[config.mk]
export PLATFORM = sky130hd
export DESIGN_NAME = sfc_ctrl
export DESIGN_NICKNAME = d
export VERILOG_FILES = /design/src/hdl/sfc_pkg.sv /design/src/hdl/sfc_ctrl.sv
export SDC_FILE = /design/constraint.sdc
export NUM_CORES = 1
export LEC_CHECK = 0
export BUFFER_PORTS_ARGS = -buffer_cell sky130_fd_sc_hd__clkbuf_2
export CORE_MARGIN = 3
export CORE_UTILIZATION = 45
export DETAILED_ROUTE_END_ITERATION = 10
export PLACE_DENSITY = 0.68
export SETUP_SLACK_MARGIN = 0.15
export SLEW_MARGIN = 20
export SYNTH_ARGS = -nofsm -noshare
export SYNTH_HDL_FRONTEND = slang
export SYNTH_SLANG_ARGS = --single-unit
[constraint.sdc]
create_clock -name clk -period 2.8 [get_ports clk]
set_input_delay 0.56 -clock clk [delete_from_list [all_inputs] [get_ports clk]]
set_output_delay 0.56 -clock clk [all_outputs]
set_load 0.1 [all_outputs]
[src/hdl/sfc_pkg.sv]
package sfc_pkg;

  localparam int FRAC_BITS_DEF = 16;

  localparam int MTX_DEPTH   = 12;
  localparam int PLANE_DEPTH = 16;

  // Recompute sequence steps
  localparam logic [4:0] STEP_RS_V   = 5'd0;
  localparam logic [4:0] STEP_COS_V  = 5'd1;
  localparam logic [4:0] STEP_RS_H   = 5'd2;
  localparam logic [4:0] STEP_PLANE0 = 5'd4;
  localparam logic [4:0] STEP_VOFF   = 5'd20;

  // Test sequence: view plane, then four side planes
  localparam logic [4:0] TEST_LAST = 5'd4;

  // Configuration register indexes
  localparam logic REG_VERT  = 1'b0;
  localparam logic REG_HORIZ = 1'b1;

  // Result codes
  localparam logic [2:0] CULL_NONE = 3'd0;
  localparam logic [2:0] CULL_VIEW = 3'd1;

  typedef enum logic [1:0] {
    FUNC_WRITE  = 2'd0,
    FUNC_RECOMP = 2'd1,
    FUNC_TEST   = 2'd2,
    FUNC_NOP    = 2'd3
  } func_t;

  typedef enum logic [2:0] {
    OP_COS,
    OP_NORM,
    OP_OFF,
    OP_VOFF,
    OP_TEST
  } op_t;

  typedef enum logic [2:0] {
    S_IDLE,
    S_RS_GO,
    S_RS_WAIT,
    S_MUL,
    S_SUM,
    S_EVAL,
    S_OUT
  } ctl_state_t;

  typedef enum logic [1:0] {
    RS_IDLE,
    RS_SQRT,
    RS_DIV
  } rs_state_t;

  typedef enum logic {
    JOB_RECOMP,
    JOB_TEST
  } job_t;

  typedef struct packed {
    logic [1:0]         func;
    logic [3:0]         mtx_index;
    logic signed [31:0] mtx_value;
    logic signed [31:0] point_x;
    logic signed [31:0] point_y;
    logic signed [31:0] point_z;
    logic [30:0]        radius;
  } in_item_t;

  typedef struct packed {
    logic       visible;
    logic [2:0] cull_plane;
  } out_item_t;

  typedef struct packed {
    logic       load;
    logic       rs_start;
    logic       mul_en;
    logic       sum_en;
    logic       eval_en;
    logic       out_load;
    op_t        op;
    logic [4:0] idx;
  } cmd_t;

  typedef struct packed {
    logic rs_done;
    logic reject;
    logic out_free;
  } sts_t;

endpackage

[src/hdl/sfc_ctrl.sv]
module sfc_ctrl
  import sfc_pkg::*;
(
  input  logic       clk,
  input  logic       rst_n,
  input  logic       in_valid,
  input  logic [1:0] in_func,
  output logic       in_stall,
  input  sts_t       sts,
  output cmd_t       cmd
);

  ctl_state_t state_r, state_nxt;
  logic [4:0] step_r, step_nxt;
  job_t       job_r, job_nxt;
  logic       accept;
  logic [4:0] pidx;

  assign accept = in_valid && (state_r == S_IDLE);
  assign pidx   = step_r - STEP_PLANE0;

  // Next state
  always_comb begin
    state_nxt = state_r;
    case (state_r)
      S_IDLE: begin
        if (in_valid) begin
          case (in_func)
            FUNC_RECOMP: state_nxt = S_RS_GO;
            FUNC_TEST:   state_nxt = S_MUL;
            default:     state_nxt = S_IDLE;
          endcase
        end
      end
      S_RS_GO:   state_nxt = S_RS_WAIT;
      S_RS_WAIT: if (sts.rs_done) state_nxt = S_MUL;
      S_MUL:     state_nxt = S_SUM;
      S_SUM:     state_nxt = S_EVAL;
      S_EVAL: begin
        if (job_r == JOB_TEST) begin
          state_nxt = (sts.reject || step_r == TEST_LAST) ? S_OUT : S_MUL;
        end else if (step_r == STEP_VOFF) begin
          state_nxt = S_IDLE;
        end else if (step_r == STEP_COS_V) begin
          state_nxt = S_RS_GO;
        end else begin
          state_nxt = S_MUL;
        end
      end
      S_OUT:   if (sts.out_free) state_nxt = S_IDLE;
      default: state_nxt = S_IDLE;
    endcase
  end

  // Step counter and job
  always_comb begin
    step_nxt = step_r;
    job_nxt  = job_r;
    if (accept) begin
      step_nxt = STEP_RS_V;
      job_nxt  = (in_func == FUNC_TEST) ? JOB_TEST : JOB_RECOMP;
    end else if (state_r == S_RS_WAIT && sts.rs_done) begin
      step_nxt = step_r + 5'd1;
    end else if (state_r == S_EVAL) begin
      step_nxt = step_r + 5'd1;
    end
  end

  always_ff @(posedge clk) begin
    if (!rst_n) begin
      state_r <= S_IDLE;
      step_r  <= '0;
      job_r   <= JOB_RECOMP;
    end else begin
      state_r <= state_nxt;
      step_r  <= step_nxt;
      job_r   <= job_nxt;
    end
  end

  // Outputs
  always_comb begin
    in_stall     = (state_r != S_IDLE);
    cmd.load     = accept;
    cmd.rs_start = (state_r == S_RS_GO);
    cmd.mul_en   = (state_r == S_MUL);
    cmd.sum_en   = (state_r == S_SUM);
    cmd.eval_en  = (state_r == S_EVAL);
    cmd.out_load = (state_r == S_OUT) && sts.out_free;
    if (job_r == JOB_TEST) begin
      cmd.op  = OP_TEST;
      cmd.idx = step_r;
    end else if (step_r == STEP_VOFF) begin
      cmd.op  = OP_VOFF;
      cmd.idx = '0;
    end else if (step_r >= STEP_PLANE0) begin
      cmd.op  = (pidx[1:0] == 2'd3) ? OP_OFF : OP_NORM;
      cmd.idx = pidx;
    end else begin
      cmd.op  = OP_COS;
      cmd.idx = {4'b0000, step_r[1]};
    end
  end

  a_done_waited: assert property (@(posedge clk) disable iff (!rst_n)
    sts.rs_done |-> state_r == S_RS_WAIT)
    else $error("rsqrt finished outside wait state");

  a_test_steps: assert property (@(posedge clk) disable iff (!rst_n)
    (state_r == S_EVAL && job_r == JOB_TEST) |-> step_r <= TEST_LAST)
    else $error("test ran past the last plane");

  a_rs_wait_step: assert property (@(posedge clk) disable iff (!rst_n)
    state_r == S_RS_WAIT |-> (job_r == JOB_RECOMP &&
                              (step_r == STEP_RS_V || step_r == STEP_RS_H)))
    else $error("rsqrt wait at wrong step");

endmodule

; Word-level counts from Yosys, hierarchy flattened
; Cells that the tools add are included.
[op_classes]
add_sub_neg = 2
n_bitwise = 1
n_eq_ne = 15
n_mux = 16
n_lt_le_gt_ge = 1
reduce_logical = 9
[op_table]
columns = cell, count
row1 = 3-bit one-hot mux with 7 select lines, 1
row2 = 3-bit 2-to-1 mux, 5
row3 = 7-bit 2-to-1 mux, 2
row4 = 5-bit 2-to-1 mux, 2
row5 = 3-bit == test (second input constant), 3
row6 = 8-bit 2-to-1 mux, 1
row7 = 3-bit by 2-bit == test with 1-bit output (second input constant), 2
row8 = 2-bit 2-to-1 mux, 3
row9 = 2-bit != test (second input constant), 3
row10 = 5-bit by 1-bit adder with 5-bit output (second input constant), 1
row11 = 5-bit by 1-bit == test with 1-bit output (second input constant), 1
row12 = 5-bit by 3-bit == test with 1-bit output (second input constant), 1
row13 = 5-bit == test (second input constant), 1
row14 = 5-bit by 3-bit >= comparator with 1-bit output (second input constant), 1
row15 = 5-bit by 3-bit subtractor with 5-bit output (second input constant), 1
row16 = 2-bit == test (second input constant), 2
row17 = 2-bit one-hot mux with 2 select lines, 1
row18 = 3-bit by 1-bit == test with 1-bit output (second input constant), 1
row19 = 1-bit logical AND, 3
row20 = 3-bit logical NOT, 1
row21 = 3-bit AND reduction, 1
row22 = 3-bit nonzero test, 1
row23 = 2-bit by 1-bit == test with 1-bit output (second input constant), 1
row24 = 2-bit nonzero test, 1
row25 = other kinds (4), 4
[word_totals]
inputBits = 8
register_bits = 9

; Logic depth before layout (Yosys ltp)
; Gate-level depths: netlist (run 1).
[logic_depth]
depth_word = 6
depth_mapped = 6
mapped_depth_nobuf = 6

; Least setup slack after synthesis (run 1)
; No wires, ideal clock.
[synth_timing]
path_type = register to output
from = reg step_r[3]
to = out cmd[2] (netlist bit)
slack_ns = -1.220
required_time_ns = 2.240
path_buffers = 0
path_stages_with_launch = 6
arrival_time_ns = 3.460
path_cell_list = dfxtp_1 inv_1 ha_1 and3_1 or3_1 o21ai_0
[synth_lines]
columns = element, line
row1 = start: declaration, sfc_ctrl.sv:14  ; logic [4:0] step_r, step_nxt;
row2 = start signal: assignment, sfc_ctrl.sv:76  ; step_r <= step_nxt;
row3 = end: declaration, sfc_ctrl.sv:10  ; output cmd_t cmd

==> summary.txt, run 1 <==
Logic synthesis
  – Synth Warn #: 0
  – Syn Nets: 122
  – Mean Syn Cell Area: about 7.6 sq um
  – Count of cell types in the netlist: 32
  – Yosys reg bits: 9
  – Primary FF master, synth: dfxtp_1
  – Top cell type by total area after synthesis: dfxtp_1
  – Cells after synthesis: about 110
  – Cell Area, Synth: around 810 sq um
  – Post-synth EDFFs: 0
  – Area share of the largest cell type after synthesis: between 20 and 25%
  – Async SR Flop Fraction: 0%
  – Most common cell in the netlist: nor2_1
  – Post-synth top cells: nor2_1, dfxtp_1, nand2_1
  – Area contributors post-synth: dfxtp_1, ha_1, nor2_1
  – Sequential fraction of the synthesis area: 22.3%

Timing
  – Final hold slack: 540 ps
  – Period utilization: 93.0%
  – RSZ-0062 raised after global routing: yes
  – Max Slew Vio Count: 0
  – Setup Viol. Count Final: 0
  – Max-slew headroom: 63.9%
  – Hold Violations, Final: 0
  – Fmax: 384 MHz
  – Worst Tran Pin Value: roughly 540 ps
  – Setup Skew: 2.89 ps
  – TNS Setup: 0 ps
  – Tmin final: between 2000 and 3000 ps

Layout
  – Area Growth Syn to Fin: 37.1%
  – Sequential cell area: between 150 and 200 sq um
  – # fillers: ~130
  – Share of layout cells above drive strength 1: 36.6%
  – Final Core Density: 69.6%
  – Area of the multi-input gates: approximately 610 sq um
  – Final net count: about 150
  – Layout Cell Area excl Fill: 1110 sq um
  – Number of diodes: 0

Detailed routing
  – DR vias: 836
  – Post-DR wirelength/cell: 13.1 microns
  – Drt first-iter violations: 11
  – First-pass DRT Iterations: 4
  – Routed wire length: 2040 microns
  – Post-route DRC violation count: 0
  – Remaining antenna violation count: 0
  – Vias per inst: between 5 and 6

Global route
  – Grt total ovfl: 0
  – First-pass GRT wire length: 3190 microns
  – Global Route Usage Sum: 16.9%
  – Largest net degree at the start of global routing: 17
  – Vias in the first global route: 724
  – Initial antenna violation count: 0

Die
  – Core area: 1590 sq um
  – Die Area: between 2000 and 2500 sq um
  – Num rows: 14
  – Starting Density: 50.8%
  – Width of the die: 48.4 microns
  – Vert. Die Dim: 48.4 microns
  – Num ports: 23

Worst setup path
  – Setup crit start kind: flip-flop
  – Crit path buffers/inverters: 3
  – Crit path DAT: ~2000 ps
  – Crit path cell chain: inv_1 -> ha_4 -> and3_1 -> or3_4 -> buf_4 -> o21ai_2 -> buf_12
  – Slowest cell delay on critical path: ~360 ps
  – Critical path endpoint category: primary output
  – Setup CP Type: flip-flop to primary output
  – Flop2flop setup slack: 1160 ps
  – Crit-path slowest cell: or3_4
  – Critical Path RT: approximately 2200 ps
  – Crit-path max FO: 5
  – Delay-heaviest family, CP: simple AND/OR/NAND/NOR gates

Clocking
  – CTS Sinks: 9
  – Clock root cell: clkbuf_4
  – H-tree depth: 1
  – CTS tree: built
  – CTS max path bufs: 2
  – TritonCTS buffer count: 3
  – Clock latency on the worst-skew pair: 260 ps
  – CTS clk-pin slew, worst paths: 60 ps

Place
  – Routability cong.: 0.795
  – Post-DP HPWL: 1460 microns
  – # port buffers: 22
  – Placed instance area: approximately 990 sq um

Power and ir drop
  – Power per cell area: 417 nW/um^2
  – Leak: 0.000513 uW
  – IR drop worst, VDD: 0.000321 V
  – Total power: 462 uW

Hold path
  – Hold crit path type: flip-flop to flip-flop

Flow run
  – Max cap viols: 0

Run status
  – Status: finished clean
## cell type report
cell class,count,share of cell area (%)
clock buffers,3,2.03
repair buffers,28,20.4
well taps,24,2.71
multi-input cells,82,54.7
inverters,8,2.71
flip-flops and latches,9,17.0
clock inverters,1,0.451
## timing repair
| action | CTS | global route |
|---|---|---|
| hold buffers | 0 | 0 |
| endpoints found under the setup margin | 6 | 7 |
| pin swaps | 1 | 2 |
| hold endpoints to repair | 0 | 0 |
| buffers inserted | 1 | 4 |
| gates resized for setup | 6 | 9 |
## per-stage QoR
step | worst slack (ps) | cells
finish | 196 | 155
CTS | 83.4 | 151
detailed placement | 236 | 146
global route | 119 | 155
floorplan | -26.6 | 106
global placement | 268 | 146
## layout by cell type (no fill, tap or decap), types with 3 or more instances in the layout
master    Yosys  routed
buf_12        0       4
nand2_1       9       9
a21oi_1       8       5
a21oi_2       0       3
and3b_1       3       3
nand2b_1      4       4
clkbuf_2      0      16
inv_1         8       7
o211ai_1      3       3
clkbuf_4      0       4
nor2_1       15      14
dfxtp_1       9       6
ha_1          8       6
buf_4         3       6
o21ai_0       8       6
## cell families (layout without fill, tap and decap cells)
| family | Yosys count | after routing | share of synthesized area [%] |
|---|---|---|---|
| muxes | 2 | 2 | 2.47 |
| AOI/OAI and AO/OA | 27 | 27 | 23.3 |
| and+or+nand+nor | 42 | 42 | 26.9 |
| adders and majority gates | 8 | 8 | 12.4 |
| buffers and inverters | 15 | 40 | 9.43 |
| xor gates and xnor gates | 3 | 3 | 3.25 |
| DFF | 9 | 9 | 22.3 |
## final timing paths
kind              cells past startpoint         to  startpoint
setup / recovery                      7     cmd[2]   step_r[0]
hold / removal                        2  step_r[3]   step_r[3]
setup reg to reg                      4  step_r[3]  state_r[2]
hold reg to reg                       2  step_r[3]   step_r[3]
## tightest hold or removal path, stage by stage (launching register included)
cell	delay [ps]
dfxtp_4	370
o21ai_0	80
a21oi_1	60
## flip-flops by register name, summed over array words and instances, names as in the netlist
register  cells
step_r        5
job_r         1
state_r       3
## metal layers
layer	GRT usage, %	wire [microns]	up-vias
met5	0	0	-
met1	22.2	889	378
met3	5.21	119	6
met2	26.8	973	34
met4	4.27	54	0
li1	-	-	418
## report_power, final
group	switching (uW)	internal, uW	total, uW	leakage (uW)
sequential	24.7	135	160	0.0000751
clock	51.2	52.8	104	0.0000177
combinational	148	50.5	198	0.000420
total	224	239	462	0.000513
(Power assumes the default switching activity.)
==> run 2, diff against run 1 <==
--- a/config.mk
+++ b/config.mk
@@ -5,11 +5,11 @@
 export SDC_FILE = /design/constraint.sdc
 export NUM_CORES = 1
 export LEC_CHECK = 0
-export BUFFER_PORTS_ARGS = -buffer_cell sky130_fd_sc_hd__clkbuf_2
 export CORE_MARGIN = 3
 export CORE_UTILIZATION = 45
 export DETAILED_ROUTE_END_ITERATION = 10
-export PLACE_DENSITY = 0.68
+export DONT_BUFFER_PORTS = 1
+export PLACE_DENSITY = 0.57
 export SETUP_SLACK_MARGIN = 0.15
 export SLEW_MARGIN = 20
 export SYNTH_ARGS = -nofsm -noshare
==> run 2 against run 1 <==
Non-clock buffer count shrank 11. Fmax grew 1.2%. Die area unchanged. Register-to-register slack got worse by 90 ps. Sequential share of layout area rose by 0.41 points. Global-route usage grew 0.32 points. Cell count is 7.1% lower.
==> summary.txt, run 2 (synthesized netlist as in run 1, its figures left out) <==
Die
  – Num rows: 14
  – Num ports: 23
  – Width of the die: 48.4 microns
  – Starting Density: approximately half
  – Die Area: 2340 sq um
  – Core area: 1590 sq um
  – Vert. Die Dim: 48.4 microns

Place
  – # port buffers: 0
  – Routability cong.: 0.861
  – Post-DP HPWL: 1590 microns

Layout
  – Share of layout cells above drive strength 1: between 30% and 40%
  – Largest Register: step_r
  – Commonest non-fill, non-tap cell in the layout: buf_4
  – Largest register FFs: 5
  – Final net count: 137
  – Area of the multi-input gates: 618 sq um
  – Most frequent cells in the layout: buf_4, nor2_1, nand2_1
  – Area Growth Syn to Fin: 33.8%
  – Number of diodes: 0
  – Final Core Density: 68.0%
  – # fillers: 130
  – Biggest regs: step_r (5), state_r (3), job_r (1)
  – Sequential cell area: 189 sq um

Clocking
  – Clock root cell: clkbuf_4
  – CTS Sinks: 9
  – CTS clk-pin slew, worst paths: 60 ps
  – TritonCTS buffer count: 3
  – CTS max path bufs: 2
  – H-tree depth: 1
  – CTS tree: built
  – Post-CTS Setup Bufs: 0
  – Clock latency on the worst-skew pair: 260 ps
  – Hold Buf Count CTS: 0

Detailed routing
  – First-pass DRT Iterations: 4
  – DR vias: 776
  – Routed wire length: 1980 microns
  – Drt first-iter violations: 7
  – Post-DR wirelength/cell: around 14 microns
  – Post-route DRC violation count: 0
  – Remaining antenna violation count: 0
  – Vias per inst: 5.39

Run status
  – Status: finished clean

Timing
  – Setup Viol. Count Final: 0
  – Fmax: approximately 390 MHz
  – Max Slew Vio Count: 0
  – Max-slew headroom: 68.0%
  – RSZ-0062 raised after global routing: no
  – Worst Tran Pin Value: 480 ps
  – Period utilization: 91.9%
  – Hold Violations, Final: 0
  – Setup Skew: around 4.5 ps
  – TNS Setup: 0 ps
  – Tmin final: 2570 ps

Global route
  – Largest net degree at the start of global routing: 17
  – Vias in the first global route: approximately 700
  – Global Route Usage Sum: between 10% and 20%
  – First-pass GRT wire length: 3140 microns
  – Grt total ovfl: 0
  – Initial antenna violation count: 0

Worst setup path
  – Crit path DAT: 2010 ps
  – Critical Path RT: 2240 ps
  – Setup crit start kind: flip-flop
  – Setup CP Type: flip-flop to primary output
  – Crit-path max FO: 5
  – Critical path endpoint category: primary output

Flow run
  – Max cap viols: 0

Hold path
  – Hold crit path type: input pin to flip-flop

Power and ir drop
  – Power per cell area: 431 nW/um^2
  – IR drop worst, VDD: 0.000333 V
  – Leak: 0.000475 uW
==> run 2: cell types whose count changed in the layout (fill, tap and decap cells not counted), moves of 3 or more <==
| cell | previous run | this run |
|---|---|---|
| nor2_1 | 14 | 11 |
| clkbuf_2 | 16 | 0 |
| nor2_2 | 2 | 5 |
| buf_4 | 6 | 12 |
==> run 2: metal layers <==
layer | share of wire [%] | track usage [%]
met1 | 45 | 21.1
met2 | 49 | 28.4
met3 | 4.7 | 3.68
met4 | 1.6 | 8.53
met5 | 0 | 0
==> run 2: layout make-up <==
class	count	area share, %
flip-flops and latches	9	17.4
repair buffers	17	17.6
inverters	8	2.77
well taps	24	2.77
clock buffers	4	2.42
multi-input cells	82	57.0
==> run 2: what timing repair did <==
action	CTS	global route
endpoints found under the setup margin	4	1
cloned	0	0
gates resized for setup	11	2
pin swaps	0	1
==> run 2: path summary, 6_finish.rpt <==
path / startpoint / endpoint / slack, ps / cells after the start
max: step_r[1] / cmd[0] / 230 / 7
min: rst_n / state_r[2] / 410 / 1
max reg2reg: state_r[1] / state_r[2] / 1070 / 4
min reg2reg: step_r[3] / step_r[3] / 550 / 2
==> run 2: power by group <==
part / internal (uW) / switching [uW] / leakage (uW)
registers: 135 / 25.5 / 0.0000751
logic: 56.6 / 150 / 0.000385
clock network: 54.9 / 44.8 / 0.0000150
==> run 2: stage by stage <==
stage | total power [uW] | area, sq um | std cells | hold WS, ps | setup slack (ps)
3_5_place_dp | 367 | 1010 | 140 | 553 | 176
4_1_cts | 470 | 1080 | 144 | 409 | 159
5_1_grt | 488 | 1080 | 144 | 405 | 153
3_3_place_gp | 365 | 1010 | 140 | 531 | 308
6_report | 467 | 1080 | 144 | 414 | 228
2_1_floorplan | 340 | 830 | 106 | 517 | -26.6
==> run 2: critical path, cell delays in order, from the launching register on <==
cell and delay (ps):
dfxtp_4 370, inv_1 100, ha_4 190, and3_1 200
or3_4 380, a21oi_2 150, a41o_1 170, buf_12 190
